File: src/hw/rtl/csv_pkg.sv
// Package for the callsign/SSID validator: item types, state type, limits
// and the character class helpers. No dependencies.
`default_nettype none

package csv_pkg;

    localparam int MAX_PREFIX_CHARS = 6;
    localparam int COUNT_SAT = (MAX_PREFIX_CHARS + 1 > 3) ? (MAX_PREFIX_CHARS + 1) : 3;
    localparam int CNT_W = $clog2(COUNT_SAT + 1);

    localparam logic [7:0] CH_HYPHEN = 8'h2D;
    localparam logic [7:0] CH_ZERO   = 8'h30;
    localparam logic [7:0] CH_NINE   = 8'h39;
    localparam logic [7:0] CH_UC_A   = 8'h41;
    localparam logic [7:0] CH_UC_Z   = 8'h5A;
    localparam logic [7:0] CH_LC_A   = 8'h61;
    localparam logic [7:0] CH_LC_Z   = 8'h7A;
    localparam logic [7:0] CASE_DIFF = 8'h20;
    localparam logic [7:0] SSID_MAX  = 8'd15;
    localparam logic [7:0] SSID_RADIX = 8'd10;
    localparam logic [CNT_W-1:0] CNT_SAT_V   = CNT_W'(COUNT_SAT);
    localparam logic [CNT_W-1:0] CNT_PREFIX  = CNT_W'(MAX_PREFIX_CHARS);
    localparam logic [CNT_W-1:0] CNT_DROP_MIN = CNT_W'(3);

    typedef struct packed {
        logic [7:0] ch_in;
        logic       strict_mode;
        logic       is_last;
    } t_in_item;

    typedef struct packed {
        logic [7:0] ch_out;
        logic       done_res;
        logic       valid_res;
        logic       drop_ssid_zero;
    } t_out_item;

    typedef struct packed {
        logic [CNT_W-1:0] char_count;
        logic             hyphen_seen;
        logic [3:0]       ssid_value;
        logic             failed_flag;
        logic             prev_was_hyphen;
    } t_state;

    function automatic logic is_digit(input logic [7:0] c);
        return (c >= CH_ZERO) && (c <= CH_NINE);
    endfunction

    function automatic logic is_alnum_upper(input logic [7:0] c);
        return ((c >= CH_UC_A) && (c <= CH_UC_Z)) || is_digit(c);
    endfunction

endpackage

`default_nettype wire

File: src/hw/rtl/csv_check.sv
// Per-character rule check and per-string state for the validator.
// Depends on csv_pkg.
`default_nettype none

module csv_check import csv_pkg::*; (
    input  wire logic      i_clk,
    input  wire logic      i_rst_n,
    input  wire logic      i_advance,
    input  wire t_in_item  i_item,
    output t_out_item      o_result
);

    t_state r_state;
    t_state n_state;

    logic [7:0] w_up;
    logic [7:0] w_ssid_sum;
    logic       w_fail;
    logic       w_was_hyphen;
    logic       w_failed_next;
    logic       w_valid;

    always_comb begin
        w_up = i_item.ch_in;
        if ((i_item.ch_in >= CH_LC_A) && (i_item.ch_in <= CH_LC_Z)) begin
            w_up = i_item.ch_in - CASE_DIFF;
        end
    end

    assign w_ssid_sum = ({4'd0, r_state.ssid_value} * SSID_RADIX) + (w_up - CH_ZERO);

    always_comb begin
        w_fail       = 1'b0;
        w_was_hyphen = 1'b0;
        n_state      = r_state;
        if (!r_state.failed_flag) begin
            if (w_up == CH_HYPHEN) begin
                if (r_state.hyphen_seen || (r_state.char_count == '0) || i_item.is_last
                        || (r_state.char_count > CNT_PREFIX)) begin
                    w_fail = 1'b1;
                end else begin
                    n_state.hyphen_seen = 1'b1;
                    w_was_hyphen        = 1'b1;
                end
            end else if (!r_state.hyphen_seen || !i_item.strict_mode) begin
                w_fail = !is_alnum_upper(w_up);
            end else if (is_digit(w_up)) begin
                if (w_ssid_sum > SSID_MAX) begin
                    w_fail = 1'b1;
                end else begin
                    n_state.ssid_value = w_ssid_sum[3:0];
                end
            end else begin
                w_fail = 1'b1;
            end
        end
        w_failed_next       = r_state.failed_flag | w_fail;
        n_state.failed_flag = w_failed_next;
        if (i_item.is_last) begin
            n_state = '0;
        end else begin
            if (r_state.char_count < CNT_SAT_V) begin
                n_state.char_count = r_state.char_count + 1'b1;
            end
            n_state.prev_was_hyphen = w_was_hyphen;
        end
    end

    assign w_valid = i_item.is_last && !w_failed_next;

    always_comb begin
        o_result.ch_out         = r_state.failed_flag ? i_item.ch_in : w_up;
        o_result.done_res       = i_item.is_last;
        o_result.valid_res      = w_valid;
        o_result.drop_ssid_zero = w_valid && (r_state.char_count >= CNT_DROP_MIN)
                                  && (w_up == CH_ZERO) && r_state.prev_was_hyphen;
    end

    always_ff @(posedge i_clk) begin
        if (!i_rst_n) begin
            r_state <= '0;
        end else if (i_advance) begin
            r_state <= n_state;
        end
    end

endmodule

`default_nettype wire
File: config.mk
export PLATFORM = sky130hd
export DESIGN_NAME = csv_check
export DESIGN_NICKNAME = d
export VERILOG_FILES = /design/src/hw/rtl/csv_pkg.sv /design/src/hw/rtl/csv_check.sv
export SDC_FILE = /design/constraint.sdc
export NUM_CORES = 1
export LEC_CHECK = 0
export ABC_AREA = 1
export BUFFER_PORTS_ARGS = -buffer_cell sky130_fd_sc_hd__buf_4
export CELL_PAD_IN_SITES_DETAIL_PLACEMENT = 1
export CELL_PAD_IN_SITES_GLOBAL_PLACEMENT = 2
export CORE_ASPECT_RATIO = 1.5
export CORE_MARGIN = 2
export CORE_UTILIZATION = 32
export CTS_CLUSTER_SIZE = 14
export DETAILED_ROUTE_END_ITERATION = 7
export GPL_TIMING_DRIVEN = 0
export HOLD_SLACK_MARGIN = 0.06
export PLACE_DENSITY_LB_ADDON = 0.1
export REMOVE_ABC_BUFFERS = 1
export SYNTH_ARGS = -nofsm -noshare
export SYNTH_HDL_FRONTEND = slang
export SYNTH_SLANG_ARGS = --single-unit
File: constraint.sdc
create_clock -name i_clk -period 8.9 [get_ports i_clk]
set_input_delay 1.335 -clock i_clk [delete_from_list [all_inputs] [get_ports i_clk]]
set_output_delay 1.335 -clock i_clk [all_outputs]
set_load 0.005 [all_outputs]
==> impl_metrics.tcl, run 1 <==
set metrics [dict create \
    rsz0062_at_grt "no" \
    fmax_ghz 0.179 \
    most-common-layout-cells "38 x nand2_1, 37 x inv_1, 23 x buf_4" \
    routed.top_layer "met4" \
    ys_async_sr_fraction_pct 0 \
    multi_input_area_mm2 0.00104 \
    rows 30 \
    vias 1433 \
    die_area_mm2 0.00509 \
    synth_top_cell_area_share_pct 17.3 \
    grt_usage_pct 17.3 \
    outcome "complete, no violations" \
    ant_nets 0 \
    slew_headroom_pct 55.0 \
    slowest_stage "ha_1" \
    leakagePower_nw 0.849 \
    grt_max_degree 10 \
    numPortBuffers 23 \
    largest_register_ffs 10 \
    gr-total-overflow 0 \
    antenna_found_initial 0 \
    syn_area_mm2 0.00145 \
    power.total_mw 0.144 \
    cts_resized 0 \
    r2r_slack_ns 5.57 \
    synth.avg_cell_area_um2 6.80 \
    die_height_um 86.4 \
    hold_viol_final 0 \
    worst_pin_slew_ns 0.669 \
    start_util_pct 32.7 \
    peakVddDrop_v 0.0000790 \
    crit_buf_inv 3 \
    synth_edf_count 0 \
    clk_latency_ns 0.24 \
    path_max_fanout 8 \
    path_common_cell "a21oi_1" \
    place_congestion 0.768 \
    nets 269 \
    placed_area_mm2 0.00163 \
    grt_pass1_wl_um 6780 \
    clock-root-buffer "clkbuf_8" \
    synth_cell_types 34 \
    cap_violations 0 \
    syn_inst 213 \
    final_cells 280 \
    reg_top3 "r_state: 10 flops" \
    io_pins 24 \
    h-tree-depth 1 \
    dr.pass1.iters 4 \
    period_needed_ns 5.60 \
    fillers 587 \
    wl_met2_um 2180 \
    tns_ns 0 \
    synth-seq-area-share_pct 13.8 \
    finalSetupViolCount 0 \
    end_kind "output port" \
    post_cts_buffers 0 \
    synthFlopType "dfxtp_1" \
    routed_wl_um 3900 \
    antenna_cells 0 \
    cts_tree "done" \
    design_area_mm2 0.00167 \
    critPathMaxStageDelay_ns 0.35 \
    arrival_ns 4.26 \
    crit_type "in2out" \
    ys_warn_count 0 \
    cts_num_sinks 10 \
    die_w_um 58.9 \
    coreArea_mm2 0.00443 \
    clk_path_buf_depth 2 \
    viasPerCell 5.12 \
    required_ns 7.57 \
    synth_top_cell_by_area "ha_1" \
    syn2layout_area_growth_pct 15.3 \
    drt_iter0_markers 23 \
    dpl_worst_slack_ns 3.25 \
    seq_area_um2 200 \
    routedWlPerCell_um 13.9 \
    post-route-drc-count 0 \
    finalWorstSetupSlack_ns 3.30 \
    grt_pass1_vias 1514 \
    hp-class "reg2reg" \
    hold_buffers 0 \
    synth_area_leaders "ha_1 17%, dfxtp_1 14%, nand2_1 9.9%, inv_1 9.6%, nand3_1 6.9%" \
    top_register "r_state" \
    finClkSkew_ns 0.00661 \
    period_share_pct 62.9 \
    place_hpwl_um 3420 \
    power_density_mw_per_mm2 86.2 \
    clkTransAtPathRegs_ns 0.05 \
    crit_family "simple AND/OR/NAND/NOR gates" \
    place_inst 277 \
    ys_seq_elements 10 \
    layout_commonest_cell "nand2_1" \
    wl_met3_um 93 \
    drv_slew 0 \
    cts_buffers 3 \
    crit_chain "buf_4, o21ai_1, nand2_1, nand3_4, nand2_4, nand2_1, inv_1, ha_1, ha_1, a21oi_1, a21oi_1, nand3b_1, a21oi_1, nand2_2, nor2_8, nor2_2, nand2_2, nand3_2, nor2_2, buf_4" \
    drive_gt1_share_pct 21.1 \
    wl_met1_um 1510 \
    cp-start-kind "input pin" \
]
-- metal layers --
layer | vias to the layer above | GRT usage (%)
met4 | 0 | 7.23
met3 | 7 | 1.19
met2 | 23 | 32.6
li1 | 732 | -
met1 | 671 | 19.0
met5 | - | 0
-- cells in the mapped netlist, types with 2 or more instances --
master	count
xor2_1	2
nor2_2	2
ha_1	20
nand4_1	5
fa_1	2
dfxtp_1	10
nor2_1	12
nand3_2	2
nand2_1	38
nor3_1	4
nand2_2	6
a21oi_1	15
nand2_4	4
inv_2	3
nand3_1	20
buf_4	7
nand3_4	2
nand3b_1	3
inv_1	37
o21ai_0	5
-- path summary, 6_finish.rpt --
| check | startpoint | to | cells past startpoint |
|---|---|---|---|
| max | i_item[3] | o_result[0] | 20 |
| min | r_state[9]$_SDFFE_PN0P_ | r_state[9]$_SDFFE_PN0P_ | 2 |
| max reg2reg | r_state[5]$_SDFFE_PN0P_ | r_state[3]$_SDFFE_PN0P_ | 16 |
| min reg2reg | r_state[9]$_SDFFE_PN0P_ | r_state[9]$_SDFFE_PN0P_ | 2 |
-- where the power goes --
group          internal, mW  total [mW]  switching (mW)  leakage, nW
Clock                0.0296      0.0473          0.0177       0.0216
Combinational        0.0197      0.0498          0.0302        0.747
Sequential           0.0458      0.0468        0.000997       0.0810
-- cell type report --
type / instances / share of cell area [%]
timing repair buffer: 23 / 10.3
tap: 48 / 3.60
multi-input combinational: 155 / 62.4
sequential: 10 / 12.0
inverter: 41 / 9.22
clock buffer: 3 / 2.47
-- kinds of logic (layout without fill, tap and decap cells) --
group                    after synthesis  count (layout)  synth area share, %
buffers and inverters                 48              67                 14.3
AO/OA/AOI/OAI                         28              28                 11.6
adder cells (fa/ha/maj)               22              22                 20.1
flip-flops                            10              10                 13.8
XOR/XNOR                               3               3                 1.82
AND/OR/NAND/NOR                      102             102                 38.5
-- worst register-to-register path: stages (launching register included) --
cell and delay, ns:
dfxtp_1 0.42, ha_1 0.27, ha_1 0.21, inv_1 0.08, fa_1 0.41, inv_1 0.07, ha_1 0.22, ha_1 0.35
a21oi_1 0.21, a21oi_1 0.10, nand3b_1 0.17, a21oi_1 0.16, nand2_2 0.11, nor2_8 0.17, nand2_2 0.09, nand3_1 0.10
a21oi_1 0.07
-- stage by stage --
step | hold WS [ns] | utilization (%)
floorplan | 0.439 | -
global placement | 0.453 | 36.8
detailed placement | 0.462 | 36.8
CTS | 0.470 | 37.7
global route | 0.496 | 37.7
finish | 0.464 | 37.7
No activity file was read; power rests on OpenSTA's default activity.
==> run 2, diff against run 1 <==
Settings changed: CORE_UTILIZATION 32 to 28.
Clock period 8.9 ns to 4.66 ns, I/O delays scaled along.
==> run 2 against run 1 <==
  * Worst hold slack worse by 0.0067 ns
  * Final cell count is 7.5% higher
  * Global-route usage is 2.7 points lower
  * Highest routed layer unchanged
  * Critical path depth is 7 higher
  * Combinational power is 91% higher
  * Critical endpoint unchanged
  * Utilization is 3.8 points lower
  * First-iteration DRC count is 13% lower
  * Setup slack worse by 2.9 ns
  * Wire length is 1.2% lower
==> impl_metrics.tcl, run 2 (same netlist as run 1, synthesis figures left out) <==
set metrics [dict create \
    hold_path.startpoint "r_state[9]$_SDFFE_PN0P_" \
    end_kind "output port" \
    nets 269 \
    place_hpwl_um 3390 \
    hold_end "r_state[9]$_SDFFE_PN0P_" \
    hold_viol_final 0 \
    peakVddDrop_v 0.000136 \
    worst_pin_slew_ns 0.647 \
    most-common-layout-cells "38 x nand2_1, 37 x inv_1, 23 x buf_4" \
    vias 1414 \
    clock-root-buffer "clkbuf_8" \
    clkTransAtPathRegs_ns 0.05 \
    worstHoldPathCells 2 \
    power.total_mw 0.298 \
    tns_ns 0 \
    drv_slew 0 \
    syn2layout_area_growth_pct 18.2 \
    hold_slack_ns 0.457 \
    leakagePower_nw 0.857 \
    die_w_um 62.7 \
    grt_pass1_vias 1486 \
    period_share_pct 91.7 \
    grt_pass1_wl_um 6640 \
    grt_max_degree 10 \
    finClkSkew_ns 0.00181 \
    io_pins 24 \
    path_max_fanout 7 \
    rsz0062_at_grt "no" \
    largest_register_ffs 10 \
    slew_headroom_pct 56.6 \
    slowest_stage "ha_1" \
    grt_usage_pct 14.5 \
    routed_wl_um 3850 \
    gr-total-overflow 0 \
    dpl_worst_slack_ns 0.313 \
    layout_commonest_cell "nand2_1" \
    ant_nets 0 \
    outcome "complete, no violations" \
    reg2reg_depth 22 \
    hold_buffers 0 \
    wl_met2_um 2150 \
    drive_gt1_share_pct 21.9 \
    drt_iter0_markers 20 \
    cp-start-kind "input pin" \
    h-tree-depth 1 \
    fmax_ghz 0.234 \
    finalWorstSetupSlack_ns 0.389 \
    routed.top_layer "met4" \
    hp-class "reg2reg" \
    reg_top3 "r_state: 10 flops" \
    r2r_slack_ns 1.38 \
    power_density_mw_per_mm2 174 \
    wl_met1_um 1560 \
    antenna_found_initial 0 \
    rr_startpoint "r_state[5]$_SDFFE_PN0P_" \
    path_common_cell "nand2_1" \
    rows 32 \
    crit_type "in2out" \
    wl_met3_um 67 \
    top_register "r_state" \
    critPathMaxStageDelay_ns 0.36 \
    period_needed_ns 4.27 \
    die_area_mm2 0.00577 \
    numPortBuffers 23 \
    arrival_ns 3.57 \
    finalSetupViolCount 0 \
    die_height_um 92.1 \
    cts_tree "done" \
    required_ns 3.96 \
    cts_num_sinks 10 \
    coreArea_mm2 0.00504 \
    r2r-end "r_state[2]$_SDFFE_PN0P_" \
    place_congestion 0.766 \
    start_util_pct 28.7 \
    clk_path_buf_depth 2 \
    dr.pass1.iters 4 \
    cts_buffers 3 \
    routedWlPerCell_um 12.8 \
    viasPerCell 4.70 \
    cap_violations 0 \
    antenna_cells 0 \
    post-route-drc-count 0 \
    clk_latency_ns 0.24 \
]
==> run 2: cell types whose count changed in the layout (fill, tap and decap cells not counted) <==
cell      delta
o21ai_2      +1
clkbuf_8     +1
o21ai_1      -1
==> run 2: layer usage <==
metal  vias up  global-route usage [%]
met4         0                    6.67
met5         -                       0
met1       660                    14.9
li1        731                       -
met2        18                    29.1
met3         5                   0.982
==> run 2: repair_timing <==
| item | CTS | global route |
|---|---|---|
| buffers inserted | 0 | 0 |
| setup endpoints to repair | 0 | 2 |
| gates resized for setup | 0 | 1 |
| hold endpoints to repair | 0 | 0 |
==> run 2: metrics by stage <==
stage / util [%] / std cells / instance area (µm²)
6_report: 33.9 / 301 / 1710
5_1_grt: 33.9 / 301 / 1710
4_1_cts: 33.9 / 301 / 1710
3_5_place_dp: 32.8 / 297 / 1650
3_3_place_gp: 32.8 / 297 / 1650
2_1_floorplan: - / 206 / 1400
==> run 2: final cells by class <==
class | instances | area, µm²
fill | 679 | 3330
multi-input combinational | 155 | 1040
sequential | 10 | 200
timing repair buffer | 23 | 173
inverter | 41 | 154
tap | 68 | 85.1
clock buffer | 4 | 55.1
==> run 2: power by group <==
part / internal [mW] / leakage (nW) / switching, mW
clock network: 0.0747 / 0.0288 / 0.0387
logic: 0.0377 / 0.748 / 0.0574
registers: 0.0873 / 0.0810 / 0.00211
total: 0.200 / 0.857 / 0.0982
==> run 2: how the worst max path moves through the flow <==
| stage | start | end | slack, ns |
|---|---|---|---|
| finish | i_item[9] | o_result[0] | 0.39 |
| global route | i_item[9] | o_result[0] | 0.02 |
| CTS | i_item[3] | o_result[0] | 0.30 |
| detailed placement | i_item[3] | o_result[0] | 0.31 |
| global placement | i_item[3] | o_result[0] | 0.30 |
| floorplan | i_item[9] | o_result[0] | 0.94 |
==> run 2: worst max-delay path, delay by kind of cell <==
kind | cells | cell delay (ns)
fa+ha+maj | 2 | 0.66
buf+inv | 7 | 0.61
simple gates | 17 | 1.47
compound gates | 1 | 0.14
==> run 3, diff against run 2 <==
Settings changed: CAP_MARGIN set to 5, REMOVE_ABC_BUFFERS 1 to unset.
==> run 3 against run 2 <==
  * Cell area grew 3.9%
  * Clock-buffer cell count did not move
  * Register-to-register slack got worse by 0.08 ns
  * Utilization grew 1.3 points
  * Final cell count grew 2.3%
  * Via count increased by 2.9%
  * Flip-flop and latch count is the same
  * Largest cell class unchanged
==> impl_metrics.tcl, run 3 (same netlist as run 1, synthesis figures left out) <==
set metrics [dict create \
    outcome "complete, no violations" \
    clock-root-buffer "clkbuf_8" \
    cts_tree "done" \
    period_needed_ns 4.34 \
    nets 276 \
    reg2reg_depth 16 \
    place_congestion 0.729 \
    clk_latency_ns 0.24 \
    cts_buffers 3 \
    antenna_found_initial 0 \
    grt_pass1_wl_um 6700 \
    grt_usage_pct 14.5 \
    worstHoldPathCells 2 \
    power_density_mw_per_mm2 170 \
    drive_gt1_share_pct 25.0 \
    finClkSkew_ns 0.00166 \
    reg_top3 "r_state: 10 flops" \
    required_ns 3.96 \
    r2r_slack_ns 1.30 \
    hp-class "reg2reg" \
    clkTransAtPathRegs_ns 0.05 \
    end_kind "output port" \
    path_max_fanout 6 \
    routedWlPerCell_um 12.9 \
    rr_startpoint "r_state[5]$_SDFFE_PN0P_" \
    dr.pass1.iters 4 \
    clk_path_buf_depth 2 \
    fmax_ghz 0.230 \
    tns_ns 0 \
    crit_type "reg2out" \
    antenna_cells 0 \
    die_area_mm2 0.00577 \
    cp-start-kind "register" \
    rsz0062_at_grt "no" \
    drv_slew 0 \
    hold_end "r_state[9]$_SDFFE_PN0P_" \
    r2r-end "r_state[3]$_SDFFE_PN0P_" \
    most-common-layout-cells "37 x inv_1, 37 x nand2_1, 30 x buf_4" \
    finalWorstSetupSlack_ns 0.316 \
    syn_nets 248 \
    period_share_pct 93.2 \
    largest_register_ffs 10 \
    io_pins 24 \
    worst_pin_slew_ns 0.685 \
    die_height_um 92.1 \
    syn2layout_area_growth_pct 22.9 \
    critical_path.startpoint "r_state[5]$_SDFFE_PN0P_" \
    gr-total-overflow 0 \
    routed_wl_um 3970 \
    ant_nets 0 \
    viasPerCell 4.72 \
    cts_num_sinks 10 \
    start_util_pct 28.7 \
    drt_iter0_markers 39 \
    dpl_worst_slack_ns 0.189 \
    multi_input_area_mm2 0.00106 \
    grt_pass1_vias 1479 \
    place_hpwl_um 3480 \
    top_register "r_state" \
    grt_max_degree 10 \
    hold_viol_final 0 \
    die_w_um 62.7 \
    numPortBuffers 23 \
    hold_buffers 0 \
    finalSetupViolCount 0 \
    cap_violations 0 \
    seq_area_um2 200 \
    fillers 686 \
    hold_path.startpoint "r_state[9]$_SDFFE_PN0P_" \
    slew_headroom_pct 54.0 \
    arrival_ns 3.64 \
    leakagePower_nw 0.891 \
    coreArea_mm2 0.00504 \
    peakVddDrop_v 0.000131 \
    vias 1455 \
    rows 32 \
    post-route-drc-count 0 \
    h-tree-depth 1 \
]
==> run 3: changes by cell type in the layout (fill, tap and decap cells not counted), sizes merged <==
cell	before	now
buf	23	30
==> run 3: per-stage QoR <==
stage	hold WS, ns	std cells	utilization (%)	power [mW]	area (µm²)
global route	0.502	308	35.3	0.323	1780
detailed placement	0.455	304	33.8	0.192	1710
global placement	0.449	304	33.8	0.192	1710
floorplan	0.439	213	-	0.155	1450
CTS	0.463	308	34.9	0.308	1760
finish	0.459	308	35.3	0.302	1780
==> run 3: report_power, final <==
part	internal [mW]	switching (mW)	leakage [nW]	total, mW
logic	0.0421	0.0589	0.781	0.101
registers	0.0873	0.00210	0.0810	0.0894
clock network	0.0745	0.0369	0.0288	0.111
==> run 3: final cells by class <==
type,count,share of cell area [%]
buffer,7,2.95
clock buffer,4,3.09
inverter,41,8.65
multi-input combinational,155,59.6
sequential,10,11.3
tap,68,4.78
timing repair buffer,23,9.70
==> run 3: metal layers <==
metal	track usage, %	vias to the layer above	share of wire [%]	wire (µm)
met3	1.35	9	2.1	83
met2	30.0	19	58	2290
met5	0	-	0	0
met1	14.3	683	38	1510
li1	-	744	-	-
met4	5.56	0	2.3	92
==> run 3: how the worst max path moves through the flow <==
stage	end	slack, ns
2_1_floorplan	o_result[1]	0.89
3_3_place_gp	o_result[1]	0.18
3_5_place_dp	o_result[1]	0.19
4_1_cts	o_result[1]	0.18
5_1_grt	o_result[1]	0.0003
6_report	o_result[1]	0.32
==> run 3: repair_timing <==
| action | in CTS | in global routing |
|---|---|---|
| resized for setup | 0 | 3 |
| setup endpoints to repair | 0 | 2 |
| buffers inserted | 0 | 0 |
==> run 3: critical path: stages, from the launching register on <==
cell and delay (ns):
dfxtp_1 0.43, ha_1 0.27, ha_1 0.21, inv_1 0.07, fa_1 0.40, inv_1 0.06
ha_1 0.22, ha_1 0.36, a21oi_1 0.20, a21oi_1 0.09, nand3b_1 0.17, a21oi_1 0.20
nand2_2 0.12, nor2_8 0.17, nor2_2 0.05, nand2_2 0.07, nand3_2 0.08, inv_1 0.06
buf_4 0.09, buf_4 0.09
